**src/sv/efba_pkg.sv**
```systemverilog
`timescale 1ns / 1ps

package efba_pkg;

   // Fixed widths of the request and response fields.
   localparam int SIZE_W   = 16;
   localparam int STATUS_W = 3;
   localparam int PORT_OFF_W = 16;

   // Defaults for the top-level parameters.
   localparam int DEFAULT_MAX_BLOCKS  = 16;
   localparam int DEFAULT_OFFSET_BITS = 16;

   typedef enum logic {
      REQ_ALLOC = 1'b0,
      REQ_FREE  = 1'b1
   } req_kind_type;

   typedef enum logic [STATUS_W-1:0] {
      STAT_OK         = 3'd0,
      STAT_NO_HEAP    = 3'd1,
      STAT_HEAP_FULL  = 3'd2,
      STAT_TABLE_FULL = 3'd3,
      STAT_NOT_FOUND  = 3'd4
   } status_type;

   typedef enum logic {
      S_IDLE = 1'b0,
      S_SCAN = 1'b1
   } state_type;

   // Outcome of comparing one table entry against the pending request.
   typedef struct packed {
      logic hit;
      logic was_free;
   } match_type;

endpackage

```
**src/sv/exact_fit_block_allocator.sv**
```systemverilog
`timescale 1ns / 1ps

// Channel    Ports                                          Handshake
// request    req_type, req_size, req_offset                 start & !busy
// response   rsp_block_offset, rsp_status                   rsp_valid, one cycle
// config     csr_wdata (heap size)                          csr_we
//
// A request with the heap size at zero is answered in the next cycle and the
// block stays ready. Otherwise the block holds busy while it walks the table
// one entry per cycle through the single read port of the entry memory.
// A hit ends the scan at the first matching entry; a miss ends it once every
// entry below the fill count has been compared, or straight away when the table
// is empty. The response strobe follows.
// Reset is synchronous; the entry memory needs no clearing pass since only
// entries below the fill count are ever read. The receiver cannot stall.

module exact_fit_block_allocator #(
   parameter int MAX_BLOCKS  = efba_pkg::DEFAULT_MAX_BLOCKS,
   parameter int OFFSET_BITS = efba_pkg::DEFAULT_OFFSET_BITS
) (
   input  logic                            clock,
   input  logic                            reset,
   input  logic                            start,
   output logic                            busy,
   input  logic                            req_type,
   input  logic [efba_pkg::SIZE_W-1:0]     req_size,
   input  logic [efba_pkg::PORT_OFF_W-1:0] req_offset,
   output logic                            rsp_valid,
   output logic [efba_pkg::PORT_OFF_W-1:0] rsp_block_offset,
   output logic [efba_pkg::STATUS_W-1:0]   rsp_status,
   input  logic                            csr_we,
   input  logic [efba_pkg::SIZE_W-1:0]     csr_wdata
);

   import efba_pkg::*;

   // Address width for the entry table, and a counter width that can also
   // hold MAX_BLOCKS itself.
   localparam int AW = $clog2(MAX_BLOCKS);
   localparam int CW = $clog2(MAX_BLOCKS + 1);
   // One table word: start offset, length and free mark.
   localparam int WW = OFFSET_BITS + SIZE_W + 1;
   // Width wide enough to add a length to a start offset before masking.
   localparam int SW = (OFFSET_BITS > SIZE_W) ? OFFSET_BITS : SIZE_W;

   state_type           state_ff, state_in;
   logic [SIZE_W-1:0]   heap_ff;
   logic [CW-1:0]       count_ff, count_in;
   logic [SIZE_W-1:0]   used_ff, used_in;
   logic [OFFSET_BITS-1:0] tail_ff, tail_in;
   logic [CW-1:0]       idx_ff, idx_in;
   logic [AW-1:0]       cmp_idx_ff, cmp_idx_in;
   logic                pend_ff, pend_in;
   req_kind_type        kind_ff, kind_in;
   logic [SIZE_W-1:0]   size_ff, size_in;
   logic [OFFSET_BITS-1:0] off_ff, off_in;
   logic                rsp_valid_ff, rsp_valid_in;
   logic [PORT_OFF_W-1:0] rsp_offset_ff, rsp_offset_in;
   status_type          rsp_status_ff, rsp_status_in;

   logic                rd_en;
   logic                rd_more;
   logic                we;
   logic [AW-1:0]       wa;
   logic [WW-1:0]       wd;
   logic [WW-1:0]       rd_word;
   logic [OFFSET_BITS-1:0] rd_start;
   logic [SIZE_W-1:0]   rd_length;
   logic                rd_free;
   match_type           match;
   logic [SIZE_W:0]     need_total;
   logic                heap_full;
   logic [SW-1:0]       tail_sum;

   efba_mem #(
      .DEPTH (MAX_BLOCKS),
      .WIDTH (WW)
   ) u_mem (
      .clock   (clock),
      .wr_en   (we),
      .wr_addr (wa),
      .wr_data (wd),
      .rd_en   (rd_en),
      .rd_addr (idx_ff[AW-1:0]),
      .rd_data (rd_word)
   );

   assign rd_start  = rd_word[WW-1 -: OFFSET_BITS];
   assign rd_length = rd_word[SIZE_W:1];
   assign rd_free   = rd_word[0];

   // The one compare unit, applied to each entry as it comes out of memory.
   efba_match #(
      .OFFSET_BITS (OFFSET_BITS)
   ) u_match (
      .kind       (kind_ff),
      .req_size   (size_ff),
      .req_offset (off_ff),
      .ent_start  (rd_start),
      .ent_length (rd_length),
      .ent_free   (rd_free),
      .result     (match)
   );

   // Append checks: the used total plus the request must fit in the heap.
   assign need_total = {1'b0, used_ff} + {1'b0, size_ff};
   assign heap_full  = need_total > {1'b0, heap_ff};
   assign tail_sum   = SW'(tail_ff) + SW'(size_ff);
   assign rd_more    = idx_ff < count_ff;

   assign busy             = (state_ff != S_IDLE);
   assign rsp_valid        = rsp_valid_ff;
   assign rsp_block_offset = rsp_offset_ff;
   assign rsp_status       = rsp_status_ff;

   always_comb begin
      state_in      = state_ff;
      count_in      = count_ff;
      used_in       = used_ff;
      tail_in       = tail_ff;
      idx_in        = idx_ff;
      cmp_idx_in    = cmp_idx_ff;
      pend_in       = 1'b0;
      kind_in       = kind_ff;
      size_in       = size_ff;
      off_in        = off_ff;
      rsp_valid_in  = 1'b0;
      rsp_offset_in = rsp_offset_ff;
      rsp_status_in = rsp_status_ff;
      rd_en         = 1'b0;
      we            = 1'b0;
      wa            = '0;
      wd            = '0;

      case (state_ff)
         S_IDLE: begin
            if (start) begin
               kind_in = req_kind_type'(req_type);
               size_in = req_size;
               off_in  = OFFSET_BITS'(req_offset);
               idx_in  = '0;
               if (heap_ff == '0) begin
                  rsp_valid_in  = 1'b1;
                  rsp_offset_in = '0;
                  rsp_status_in = STAT_NO_HEAP;
               end else begin
                  state_in = S_SCAN;
               end
            end
         end

         S_SCAN: begin
            // Issue the next read while the previous entry is compared.
            rd_en = rd_more;
            if (rd_more) begin
               idx_in     = idx_ff + CW'(1);
               pend_in    = 1'b1;
               cmp_idx_in = idx_ff[AW-1:0];
            end

            if (pend_ff && match.hit) begin
               state_in     = S_IDLE;
               pend_in      = 1'b0;
               rsp_valid_in = 1'b1;
               if ((kind_ff == REQ_FREE) && match.was_free) begin
                  // Double free: left as it is and reported.
                  rsp_offset_in = '0;
                  rsp_status_in = STAT_NOT_FOUND;
               end else begin
                  we            = 1'b1;
                  wa            = cmp_idx_ff;
                  wd            = {rd_start, rd_length, (kind_ff == REQ_FREE)};
                  rsp_offset_in = PORT_OFF_W'(rd_start);
                  rsp_status_in = STAT_OK;
               end
            end else if (!pend_ff && !rd_more) begin
               // The whole table was walked without a hit.
               state_in      = S_IDLE;
               rsp_valid_in  = 1'b1;
               rsp_offset_in = '0;
               if (kind_ff == REQ_FREE) begin
                  rsp_status_in = STAT_NOT_FOUND;
               end else if (heap_full) begin
                  rsp_status_in = STAT_HEAP_FULL;
               end else if (count_ff == CW'(MAX_BLOCKS)) begin
                  rsp_status_in = STAT_TABLE_FULL;
               end else begin
                  // Append a new block at the end of the last one.
                  we            = 1'b1;
                  wa            = count_ff[AW-1:0];
                  wd            = {tail_ff, size_ff, 1'b0};
                  count_in      = count_ff + CW'(1);
                  used_in       = need_total[SIZE_W-1:0];
                  tail_in       = tail_sum[OFFSET_BITS-1:0];
                  rsp_offset_in = PORT_OFF_W'(tail_ff);
                  rsp_status_in = STAT_OK;
               end
            end
         end

         default: begin
            state_in = S_IDLE;
         end
      endcase
   end

   always_ff @(posedge clock) begin
      if (reset) begin
         state_ff     <= S_IDLE;
         heap_ff      <= '0;
         count_ff     <= '0;
         used_ff      <= '0;
         tail_ff      <= '0;
         pend_ff      <= 1'b0;
         rsp_valid_ff <= 1'b0;
      end else begin
         state_ff     <= state_in;
         count_ff     <= count_in;
         used_ff      <= used_in;
         tail_ff      <= tail_in;
         pend_ff      <= pend_in;
         rsp_valid_ff <= rsp_valid_in;
         if (csr_we) begin
            heap_ff <= csr_wdata;
         end
      end
   end

   // Request fields, scan index and response payload need no reset.
   always_ff @(posedge clock) begin
      idx_ff        <= idx_in;
      cmp_idx_ff    <= cmp_idx_in;
      kind_ff       <= kind_in;
      size_ff       <= size_in;
      off_ff        <= off_in;
      rsp_offset_ff <= rsp_offset_in;
      rsp_status_ff <= rsp_status_in;
   end

endmodule

```
**src/sv/efba_mem.sv**
```systemverilog
`timescale 1ns / 1ps

module efba_mem #(
   parameter int DEPTH = 16,
   parameter int WIDTH = 33
) (
   input  logic                     clock,
   input  logic                     wr_en,
   input  logic [$clog2(DEPTH)-1:0] wr_addr,
   input  logic [WIDTH-1:0]         wr_data,
   input  logic                     rd_en,
   input  logic [$clog2(DEPTH)-1:0] rd_addr,
   output logic [WIDTH-1:0]         rd_data
);

   logic [WIDTH-1:0] mem [DEPTH];
   logic [WIDTH-1:0] rd_data_ff;

   always_ff @(posedge clock) begin
      if (wr_en) begin
         mem[wr_addr] <= wr_data;
      end
   end

   always_ff @(posedge clock) begin
      if (rd_en) begin
         rd_data_ff <= mem[rd_addr];
      end
   end

   assign rd_data = rd_data_ff;

endmodule

```
**src/sv/efba_match.sv**
```systemverilog
`timescale 1ns / 1ps

module efba_match #(
   parameter int OFFSET_BITS = 16
) (
   input  efba_pkg::req_kind_type   kind,
   input  logic [efba_pkg::SIZE_W-1:0] req_size,
   input  logic [OFFSET_BITS-1:0]   req_offset,
   input  logic [OFFSET_BITS-1:0]   ent_start,
   input  logic [efba_pkg::SIZE_W-1:0] ent_length,
   input  logic                     ent_free,
   output efba_pkg::match_type      result
);

   import efba_pkg::*;

   // An allocate looks for a freed block of exactly the requested length;
   // a free looks for the first block starting at the given offset.
   always_comb begin
      result.was_free = ent_free;
      case (kind)
         REQ_ALLOC: result.hit = ent_free && (ent_length == req_size);
         REQ_FREE:  result.hit = (ent_start == req_offset);
         default:   result.hit = 1'b0;
      endcase
   end

endmodule

```
**config.mk**
```make
export PLATFORM = sky130hd
export DESIGN_NAME = exact_fit_block_allocator
export DESIGN_NICKNAME = d
export VERILOG_FILES = /design/src/sv/efba_pkg.sv /design/src/sv/exact_fit_block_allocator.sv /design/src/sv/efba_mem.sv /design/src/sv/efba_match.sv
export SDC_FILE = /design/constraint.sdc
export NUM_CORES = 1
export LEC_CHECK = 0
export BUFFER_PORTS_ARGS = -buffer_cell sky130_fd_sc_hd__buf_2
export CAP_MARGIN = 25
export CORE_MARGIN = 1.5
export CORE_UTILIZATION = 36
export CTS_CLUSTER_DIAMETER = 30
export DETAILED_ROUTE_END_ITERATION = 10
export PLACE_DENSITY = 0.58
export SLEW_MARGIN = 20
export SYNTH_ARGS = -nofsm -noshare
export SYNTH_HDL_FRONTEND = slang
export SYNTH_HIERARCHICAL = 1
export SYNTH_SLANG_ARGS = --single-unit
```
**constraint.sdc**
```tcl
create_clock -name clock -period 16.1 [get_ports clock]
set_input_delay 0.805 -clock clock [delete_from_list [all_inputs] [get_ports clock]]
set_output_delay 0.805 -clock clock [all_outputs]
set_load 0.005 [all_outputs]
```
==> impl_results.md, run 1 <==
* Ratio of cells with drive above 1 in the final layout at a little over a quarter
* Routing usage on met1 at approximately 25%
* Core area at 0.0773 sq mm
* CTS tree: built
* Final Hold Vio Count at 0
* Max Fanout on Critical Path at 49
* Htree depth at 3
* Register area share after synthesis at ~70%
* Worst slew pin tran at approximately 1.1 ns
* Max-slew headroom at between 20% and 30%
* Wirelength per Cell at ~25 um
* Top-count cell post-synth: edfxtp_1
* Area share of the largest cell type after synthesis at 66.5%
* # hold bufs at CTS at 0
* Row cnt at between 100 and 150
* FMAX at 0.144 GHz
* Ports at 74
* Initial Util at 36.3%
* Via Count at approximately 16000
* Initial drt markers at roughly 1500
* RSZ-0062 raised after global routing: no
* WL final at ~70000 um
* Setup Buffers After CTS at 0
* Top post-synthesis cells by area: edfxtp_1 66%, mux4_2 9.1%, dfxtp_1 4.0%
* Post_cts resized at 0
* Final Max Tran Viols at 0
* First-pass GRT wire length at between 100000 and 150000 um
* PortBufs at 73
* Later-pin clock latency in the skew report at roughly 0.68 ns
* Status: complete, no violations
* Root Driver: clkbuf_16
* Met2 Resource Use GR at 28.6%
* Most used routing layer: met2
* Initial antenna violation count at 0
* Clock sink count at 678
* Die W at about 280 um
* Total negative slack at 0 ns
* Synth Flop Type: edfxtp_1
* PD cells at between 100 and 150 mW/mm^2
* Vias per std cell at approximately 5.5
* CTS max path bufs at 3
* Area occupied by multi-input gates at just under 0.008 sq mm
* Max IR drop VDD at 0.0918 mV
* Crit start category: flip-flop
* Gr usage total at between 10% and 20%
* Final Hold Slack at between 0.3 and 0.4 ns
* Inst Count DP at around 2700
* Arrival @ worst endpoint at between 7 and 8 ns
* Register clock-pin slew on the reported worst setup and hold paths at approximately 0.06 ns
* FFs w/ async S/R, synth at 0%
* Critical path class: reg -> reg
* Synth area leader: edfxtp_1
* Syn_nets at around 1700
* Post-Syn Area per Cell at ~18 sq um
* MaxCap Viol Count at 0
* Die area at 0.0797 sq mm
* Final HPWL DP at between 40000 and 50000 um
* EDFF count, synth at roughly 620
* DRC errors left at 0
* Syn Std Cell Area at ~0.028 sq mm
* Net count, final at ~1900
* Placed inst area at ~0.03 sq mm
* Num CTS Buffers at 120
* LEAKAGE at approximately 11 nW
* Distinct cells, synth at 78
* Worst EP required at 16.43 ns
* Area delta synth->final at 21.8%
* # diodes at 0
* Total grt overflow at 0
* Top cells by count, synth: 622 x edfxtp_1, 113 x mux4_2, 83 x nor2_1, 67 x a22oi_1, 58 x nand2_1
* DRT Pass-1 Iters at 7
* Fillers at approximately 6700
* Mapped Cells at 1602
* Minimum clock period at about 7 ns
* Final Cell Area at 0.0342 sq mm
* Largest net degree at the start of global routing at between 100 and 150
* Die Y at approximately 280 um
* Vias in the first global route at around 16000
* Hold crit path type: in -> reg
* Met3 usage at 3.59%
* Crit. End Element: flip-flop
* Synth Register Bits at roughly 680
* Final setup vio count at 0
* Clk_skew at 0.0391 ns
* Post-Layout Cell Count at roughly 2900
* Fin crit share at between 40% and 50%
* Register area at between 0.015 and 0.02 sq mm
* Antenna viol nets, final at 0
* GPL Wtd Cong at a little under 0.9
* Yosys warns at 6
==> cell families (layout without fill, tap and decap cells) <==
family,count (synthesis),in the layout,share of synthesized area [%]
flip-flops,678,678,70.5
AO/OA/AOI/OAI,278,278,6.89
AND/OR/NAND/NOR,266,266,4.61
multiplexers,151,151,11.5
buffers and inverters,120,389,2.29
adder cells (fa/ha/maj),56,56,2.55
XOR/XNOR,53,53,1.65
==> registers in the layout, summed over array words and instances (netlist names) <==
name              count
used_ff              16
u_mem/mem           528
idx_ff                5
off_ff               16
size_ff              16
heap_ff              16
pend_ff               1
u_mem/rd_data        33
busy                  1
cmp_idx_ff            4
count_ff              5
kind_ff               1
rsp_status            3
rsp_valid             1
rsp_block_offset     16
tail_ff              16
==> final cells by class <==
class                      instances  area share [%]
inverter                          40           0.439
multi-input combinational        804            22.9
clock inverter                    95            3.17
sequential                       678            57.9
clock buffer                     134            9.24
timing repair buffer             120            2.54
tap                             1040            3.80
==> worst max-delay path: stages (launching register included) <==
cell and delay [ns]:
edfxtp_1 0.48, ha_1 0.34, a211oi_1 0.35, o21ai_0 0.17, o311a_1 0.19, a31oi_1 0.33
o21ai_0 0.18, xnor2_1 0.20, ha_1 0.34, nand4_1 0.13, nor3_1 0.26, a41oi_1 0.15
nor3_1 0.25, a41o_2 0.19, and3_2 0.18, buf_4 0.48, a21oi_4 0.31, nor2_1 0.62
nand2_1 0.41, nor2_4 0.63, buf_4 0.40
==> metal layers <==
layer	wire length, um	vias to the layer above
li1	-	6864
met1	31200	8380
met2	33900	611
met3	4860	99
met4	1610	0
met5	0	-
==> stage by stage <==
stage	utilization, %	setup slack (ns)	power [W]
2_1_floorplan	-	9.16	0.00223
6_report	44.2	9.15	0.00490
3_3_place_gp	38.4	9.42	0.00234
5_1_grt	44.2	8.74	0.00506
3_5_place_dp	38.7	9.24	0.00235
4_1_cts	44.2	9.20	0.00495
==> layout by cell type, fill, tap and decap left out, types with 19 or more instances in the layout <==
master     netlist  final
a21oi_1         56     55
o22ai_1         19     19
inv_1           39     39
xnor2_1         19     19
mux4_2         113    113
xor2_1          34     34
buf_4            2     36
buf_2           17     73
ha_1            54     54
a22oi_1         67     67
nand3_1         39     39
clkinv_2         0     19
clkbuf_16        0    124
nor2_1          83     63
o21ai_0         54     54
dfxtp_1         56     56
edfxtp_1       622    622
nand2_1         58     58
mux4_1          19     19
==> power breakdown <==
part	total, W	internal, W	switching [W]	leakage (nW)
registers	0.00196	0.00194	0.0000241	5.93
logic	0.000347	0.000130	0.000217	3.24
clock network	0.00259	0.00170	0.000897	2.04
total	0.00490	0.00377	0.00114	11.2
==> worst paths after layout <==
kind | from | endpoint | slack, ns | depth (start not counted)
setup / recovery | size_ff[1] | u_mem/mem[11][11] | 9.15 | 20
hold / removal | req_offset[13] | off_ff[13] | 0.31 | 1
setup reg to reg | size_ff[1] | u_mem/mem[11][11] | 9.15 | 20
hold reg to reg | used_ff[14] | used_ff[14] | 0.48 | 2
(Power assumes the default switching activity.)
==> run 2, diff against run 1 <==
ABC_AREA = 1   (was default)
PLACE_DENSITY = 0.6   (was 0.58)
clock period = 6.2 ns   (was 16.1 ns; I/O delays follow)
==> impl_results.md, run 2 <==
* Status: complete, no violations
* Most common cell after layout, fill and taps aside: nand2_1
* EDFF count, synth at 622 (unchanged)
* Worst slew pin tran at 1.03 ns (-0.0304 ns)
* Register clock-pin slew on the reported worst setup and hold paths at 0.04 ns (-0.02 ns)
* Die W at 300 um (+6.1%)
* Max Fanout on Critical Path at 33 (-33%)
* Final setup vio count at 0 (unchanged)
* Top cells by count, synth: 963 x nand2_1, 622 x edfxtp_1, 570 x inv_1, 434 x nand3_1, 151 x nor2_1
* Vias per std cell at 4.80 (-12%)
* Setup Slack @ Placement at 0.885 ns (-8.35 ns)
* Post_cts resized at 0 (unchanged)
* Htree depth at 4 (+1)
* # diodes at 0 (unchanged)
* Top-count cell post-synth: nand2_1
* Ratio of cells with drive above 1 in the final layout at 12.0% (-15 points)
* Core area at 0.0869 sq mm (+12%)
* Ports at 74 (unchanged)
* Syn Std Cell Area at 0.0317 sq mm (+13%)
* Post-Syn Area per Cell at 9.65 sq um (-45%)
* Initial Util at 36.4% (+0.10 points)
* Post-Layout Cell Count at 4733 (+63%)
* Yosys warns at 6 (unchanged)
* DRC errors left at 0 (unchanged)
* Synth Register Bits at 678 (unchanged)
* PD cells at 363 mW/mm^2 (+150%)
* Arrival @ worst endpoint at 5.70 ns (-1.58 ns)
* Initial antenna violation count at 3 (+3)
* Die area at 0.0897 sq mm (+13%)
* Final HPWL DP at 52900 um (+17%)
* Most frequent cells in the layout: 963 x nand2_1, 622 x edfxtp_1, 568 x inv_1
* Row cnt at 108 (+5.9%)
* Final setup margin at 0.828 ns (-8.32 ns)
* Area share of the largest cell type after synthesis at 59.0% (-7.5 points)
* Die Y at 300 um (+6.1%)
* CTS max path bufs at 3 (unchanged)
* Worst EP required at 6.53 ns (-9.90 ns)
* Syn_nets at 3389 (+98%)
* PortBufs at 73 (unchanged)
* Max reg flops at 528 (unchanged)
* Area delta synth->final at 22.4%
* Register area share after synthesis at 62.6% (-7.9 points)
* Total negative slack at 0 ns (unchanged)
* LEAKAGE at 16.8 nW (+49%)
* Inst Count DP at 4427 (+65%)
* Minimum clock period at 5.37 ns (-1.58 ns)
* Max-slew headroom at 31.0% (+2.0 points)
* Antenna viol nets, final at 0 (unchanged)
* Num CTS Buffers at 138 (+15%)
* Vias in the first global route at 21636 (+34%)
* GPL Wtd Cong at 0.890 (-0.43%)
* Hold crit path type: in -> reg
* Max IR drop VDD at 0.301 mV (+230%)
* Final Max Tran Viols at 0 (unchanged)
* Top post-synthesis cells by area: edfxtp_1 59%, nand2_1 11%, nand3_1 6.9%
* First-pass GRT wire length at 129000 um (+22%)
* Wirelength per Cell at 18.1 um (-27%)
* Area occupied by multi-input gates at 0.00910 sq mm (+16%)
* Root Driver: clkbuf_16
* Register area at 0.0198 sq mm (unchanged)
* Mapped Cells at 3280 (+100%)
* Critical path class: reg -> reg
* Initial drt markers at 2135 (+45%)
* Largest reg by FF count: u_mem/mem
* RSZ-0062 raised after global routing: no
* FMAX at 0.186 GHz (+29%)
* Synth Flop Type: edfxtp_1
* DRT Pass-1 Iters at 5 (-2)
* Distinct cells, synth at 46 (-41%)
* Clock sink count at 678 (unchanged)
* MaxCap Viol Count at 0 (unchanged)
* Clk_skew at 0.0243 ns (-0.0149 ns)
* FFs w/ async S/R, synth at 0% (unchanged)
* Crit start category: flip-flop
* Crit. End Element: flip-flop
* Later-pin clock latency in the skew report at 0.72 ns (+0.04 ns)
* Fillers at 7967 (+18%)
* Final Hold Vio Count at 0 (unchanged)
* Fin crit share at 86.7% (+43 points)
* WL final at 85500 um (+19%)
* Synth area leader: edfxtp_1
* Gr usage total at 19.1% (+0.93 points)
* Largest net degree at the start of global routing at 106 (+1.9%)
* Net count, final at 3572 (+91%)
* Total grt overflow at 0 (unchanged)
* CTS tree: built
* Via Count at 22721 (+42%)
run 2: changes by cell type after synthesis, sizes merged, moves of 14 or more:
cell	previous run	this run
o22ai	19	0
o211ai	3	20
buf	37	110
a21oi	58	75
nand2	58	979
a22o	16	0
nand3	40	437
mux4	132	0
a22oi	67	0
mux2i	17	0
nand4	10	26
inv	39	576
a32o	14	0
nor2	85	156
run 2: stage by stage:
step                hold slack, ns  area, sq um  total power, W  util (%)
floorplan                    0.379        31700         0.00612         -
CTS                         0.0307        38700          0.0142      44.6
global route                 0.116        38700          0.0146      44.6
detailed placement           0.485        33400         0.00655      38.4
finish                      0.0624        38700          0.0141      44.6
global placement             0.483        33400         0.00654      38.4
run 2: cell families after synthesis:
logic type               count (synthesis)  synth area share, %
adder cells (fa/ha/maj)                 56                 2.26
flip-flops                             678                 62.6
buffers and inverters                  718                 9.15
AO/OA/AOI/OAI                          172                 3.33
AND/OR/NAND/NOR                       1618                 21.7
XOR/XNOR                                38                 1.05
run 2: final timing paths:
kind	to	slack, ns	startpoint	cells after the start
worst min-delay path	rsp_valid	0.06	start	5
worst max register to register	u_mem/mem[6][31]	0.83	size_ff[0]	27
worst min register to register	heap_ff[2]	0.50	heap_ff[2]	2
worst max-delay path	u_mem/mem[6][31]	0.83	size_ff[0]	27
run 2: final cells by class:
| cell class | count | share of cell area (%) |
|---|---|---|
| Clock buffer | 155 | 9.30 |
| Clock inverter | 100 | 3.16 |
| Inverter | 578 | 5.63 |
| Multi-Input combinational cell | 1884 | 23.5 |
| Sequential cell | 678 | 51.1 |
| Tap cell | 1155 | 3.73 |
| Timing Repair Buffer | 183 | 3.59 |
run 2: critical path, cell delays in order (launching register included):
cell,delay (ns)
edfxtp_1,0.43
ha_1,0.20
inv_1,0.06
fa_1,0.39
nand3b_1,0.19
nand2_2,0.13
nand2_1,0.06
nand2_1,0.10
and3_1,0.16
nor2_1,0.05
xor2_1,0.18
ha_1,0.29
a21oi_1,0.17
nor3_1,0.06
nor3_1,0.21
nand2_1,0.09
nand2_1,0.06
nand2_1,0.05
nand2_1,0.05
nand2_1,0.06
nand2_2,0.15
nand2_2,0.12
nor2_8,0.32
nand2_1,0.09
a21oi_1,0.31
nand2_1,0.33
nor2_4,0.17
buf_4,0.44
run 2: what timing repair did:
action,CTS,global route
endpoints found under the hold margin,54,0
endpoints found under the setup margin,0,0
hold buffers,51,0
setup buffers,0,0
run 2: power breakdown:
part	switching [W]	internal [W]
combinational	0.000978	0.000391
sequential	0.0000643	0.00507
clock	0.00246	0.00511
run 2: layer usage:
layer / track usage [%] / share of wire [%] / vias up / wire length [um]
met5: 0 / 0.014 / - / 12
met4: 6.57 / 2.6 / 2 / 2240
met3: 4.67 / 8.3 / 132 / 7100
met2: 29.2 / 45 / 865 / 38200
met1: 26.4 / 44 / 10669 / 38000
li1: - / - / 11053 / -
